File: src/hdl/udrm_ram.sv
`default_nettype none

module udrm_ram #(
    parameter int WIDTH = 8,
    parameter int DEPTH = 256
) (
    input  wire logic                     clk,
    input  wire logic                     we,
    input  wire logic [$clog2(DEPTH)-1:0] waddr,
    input  wire logic [WIDTH-1:0]         wdata,
    input  wire logic                     re,
    input  wire logic [$clog2(DEPTH)-1:0] raddr,
    output logic      [WIDTH-1:0]         rdata
);

    logic [WIDTH-1:0] mem [DEPTH];
    logic [WIDTH-1:0] rdata_reg;

    // Write port, and registered read that holds while re is low
    always_ff @(posedge clk) begin
        if (we) begin
            mem[waddr] <= wdata;
        end
        if (re) begin
            rdata_reg <= mem[raddr];
        end
    end

    assign rdata = rdata_reg;

endmodule

`default_nettype wire

File: config.mk
export PLATFORM = sky130hd
export DESIGN_NAME = udrm_ram
export DESIGN_NICKNAME = d
export VERILOG_FILES = /design/src/hdl/udrm_ram.sv
export SDC_FILE = /design/constraint.sdc
export NUM_CORES = 2
export LEC_CHECK = 0
export ABC_AREA = 1
export ABC_CLOCK_PERIOD_IN_PS = 4150
export BUFFER_PORTS_ARGS = -buffer_cell sky130_fd_sc_hd__buf_2
export CORE_MARGIN = 2
export CORE_UTILIZATION = 30
export CTS_BUF_LIST = sky130_fd_sc_hd__clkbuf_4 sky130_fd_sc_hd__clkbuf_8 sky130_fd_sc_hd__clkbuf_16
export DETAILED_ROUTE_END_ITERATION = 6
export PLACE_DENSITY = 0.49
export SLEW_MARGIN = 0
export SYNTH_ARGS = -nofsm -noshare
export SYNTH_HDL_FRONTEND = slang
export SYNTH_SLANG_ARGS = --single-unit
File: constraint.sdc
create_clock -name clk -period 4.15 [get_ports clk]
set_input_delay 0.2075 -clock clk [delete_from_list [all_inputs] [get_ports clk]]
set_output_delay 0.2075 -clock clk [all_outputs]
set_load 0.01 [all_outputs]
==> flow_metrics.tcl <==
set metrics [dict create \
    die_w_um 532 \
    grt.total_usage_pct 17.4 \
    reg2regPathDepth 10 \
    crit_path_max_fanout 57 \
    final.period_utilization_pct 58.9 \
    num_rows 193 \
    end_kind "flip-flop" \
    rrSetupSlack_ps 1760 \
    cellInternalPower_mw 34.4 \
    maxCapViolCount 0 \
    cts_root_buffer "clkbuf_16" \
    avgSynthCellArea_um2 11.9 \
    critPathRequiredTime_ps 4780 \
    overflow 0 \
    grt_setup_unrepaired "no" \
    dp.cells 10400 \
    leakage_nw 32.3 \
    holdWs_ps 108 \
    dpl.hpwl_um 143000 \
    place.gp.congestion 0.837 \
    slew_viol_final 0 \
    wirelength_um 252000 \
    outcome "finished clean" \
    netlist_instances 7003 \
    fillers 27400 \
    grt_pass1_vias 52000 \
    wl_per_cell_um 23.2 \
    finalClockSkew_ps 47.5 \
    cts_buffers 218 \
    worst_ep_arrival_time_ps 3070 \
    antenna_found_initial 15 \
    hold_path_class "input pin to flip-flop" \
    netlist_top_cells_area "edfxtp_1 (74%), nand3_1 (12%), nand2_1 (9.5%)" \
    grt_busiest_layer "met2" \
    synth_common_cells "nand2_1 (2123), edfxtp_1 (2056), nand3_1 (2019)" \
    largest_register_ffs 2048 \
    cts_resized 0 \
    dr.pass1.iters 7 \
    insertion_delay_ps 880 \
    yosysMostFrequentCell "nand2_1" \
    grt_max_degree 184 \
    drive_above_1_share_pct 7.90 \
    synth_top_area_cell "edfxtp_1" \
    p_comb_share_pct 6.0 \
    die_area_um2 282000 \
    finalCriticalPeriod_ps 2440 \
    htree_levels 4 \
    syn-num-nets 7030 \
    start_util_pct 30.2 \
    crit_start "raddr[3]" \
    p_clk_share_pct 42.6 \
    grt_pass1_wl_um 368000 \
    p_sw_share_pct 23.0 \
    seq_area_um2 61700 \
    ys_seq_area_share_pct 74.0 \
    multi_input_area_um2 19200 \
    tightest_slew_ps 1270 \
    vias 54300 \
    slew_headroom_pct 14.7 \
    ys_types 13 \
    ir_drop_uv 371 \
    place_area_um2 87800 \
    nets 6980 \
    power.net_switching_mw 10.3 \
    synth-edff-count 2056 \
    endpoint "rdata[4]" \
    ant_nets 0 \
    pin_count 35 \
    cp-start-kind "input pin" \
    ys_ff_latch 2056 \
    tns_ps 0 \
    r2r_start "mem[59][7]" \
    stdcell_count 10800 \
    setup_viol 0 \
    met2_usage_pct 27.6 \
    critPathKind "input pin to flip-flop" \
    clk_pin_slew_ps 60 \
    power_density_nw_per_um2 471 \
    ys.warnings.count 0 \
    seqPwrFrac_pct 51.4 \
    synth_area_um2 83500 \
    hp-start "raddr[6]" \
    cts.sinks 2056 \
    vias_per_cell 5.01 \
    met1_usage_pct 24.5 \
    die_h_um 532 \
    core_area_um2 277000 \
    drt-initial-drc-count 5461 \
    synth_top_cell_area_share_pct 74.0 \
    hold_viol_final 0 \
    met3_usage_pct 2.56 \
    post-route-drc-count 0 \
    synthArstFlopShare_pct 0 \
    clock_path_buffers 3 \
    hold_depth 6 \
    timing.fmax_mhz 409 \
    synthFlopType "edfxtp_1" \
    syn_to_final_growth_pct 13.7 \
    design_area_um2 94900 \
    portBuffers 34 \
    timing.rr.end "rdata[7]" \
    tritoncts "done" \
]
critical path, stage by stage:
cell and delay [ps]:
buf_6 270, inv_4 740, buf_4 360, buf_4 270, nand3_1 110, nand3_1 140
nand3_1 290, nand3_1 330, nand2_1 90, nand2_1 100, nand2_1 60
metrics by stage:
step / utilization, % / setup WS [ps] / total power [mW]
finish: 34.3 / 1710 / 44.7
floorplan: - / 2450 / 24.8
global placement: 31.7 / 819 / 26.1
detailed placement: 31.7 / 832 / 26.1
global route: 34.3 / 1640 / 46.0
CTS: 34.3 / 1770 / 45.0
cells by family after synthesis:
kind of cell / synth area share [%]
buf+inv: 3.12
flops: 74.0
simple gates: 22.9
cell type report:
class	count	share of cell area, %
multi-input cells	4425	20.2
well taps	3705	4.89
repair buffers	213	2.30
inverters	39	0.190
clock inverters	118	1.13
diodes	8	0.0211
clock buffers	276	6.21
flip-flops and latches	2056	65.1
power groups by stage:
stage          combinational (mW)  clock (mW)  sequential, mW
2_1_floorplan                1.41           0            23.4
3_3_place_gp                 2.69           0            23.4
3_5_place_dp                 2.70           0            23.4
4_1_cts                      2.72        19.3            22.9
5_1_grt                      2.92        20.1            22.9
6_report                     2.70        19.0            22.9
timing repair:
action                    in CTS  in global routing
setup buffers                  0                  0
hold endpoints to repair     577                  0
hold buffers                  10                  0
cell usage in the layout, fill, tap and decap left out:
master         count
nand2_1         2110
edfxtp_1        2056
nand3_1         2019
nor2_1           283
clkbuf_16        218
buf_4            127
clkbuf_4          58
clkinv_1          52
buf_12            42
inv_1             34
clkinv_2          32
buf_2             22
nand2_2           13
bufinv_16         13
buf_8             11
dlygate4sd3_1     10
diode_2            8
inv_6              5
clkinv_8           5
clkinv_16          4
inv_16             3
clkinvlp_4         3
inv_8              2
clkinv_4           2
inv_4              1
inv_2              1
buf_6              1
routing by layer:
layer,routed length [µm],vias up
met5,11,-
li1,-,24800
met2,118000,1785
met3,15500,338
met4,6680,2
met1,112000,27400
worst min-delay path by stage:
stage	endpoint	slack [ps]
after floorplan	mem[0][0]	310
after global placement	rdata[7]	720
after detailed placement	rdata[7]	710
after CTS	rdata[0]	40
after global routing	rdata[4]	120
final	rdata[0]	110
Note: power is estimated with default switching activity, not from simulation.
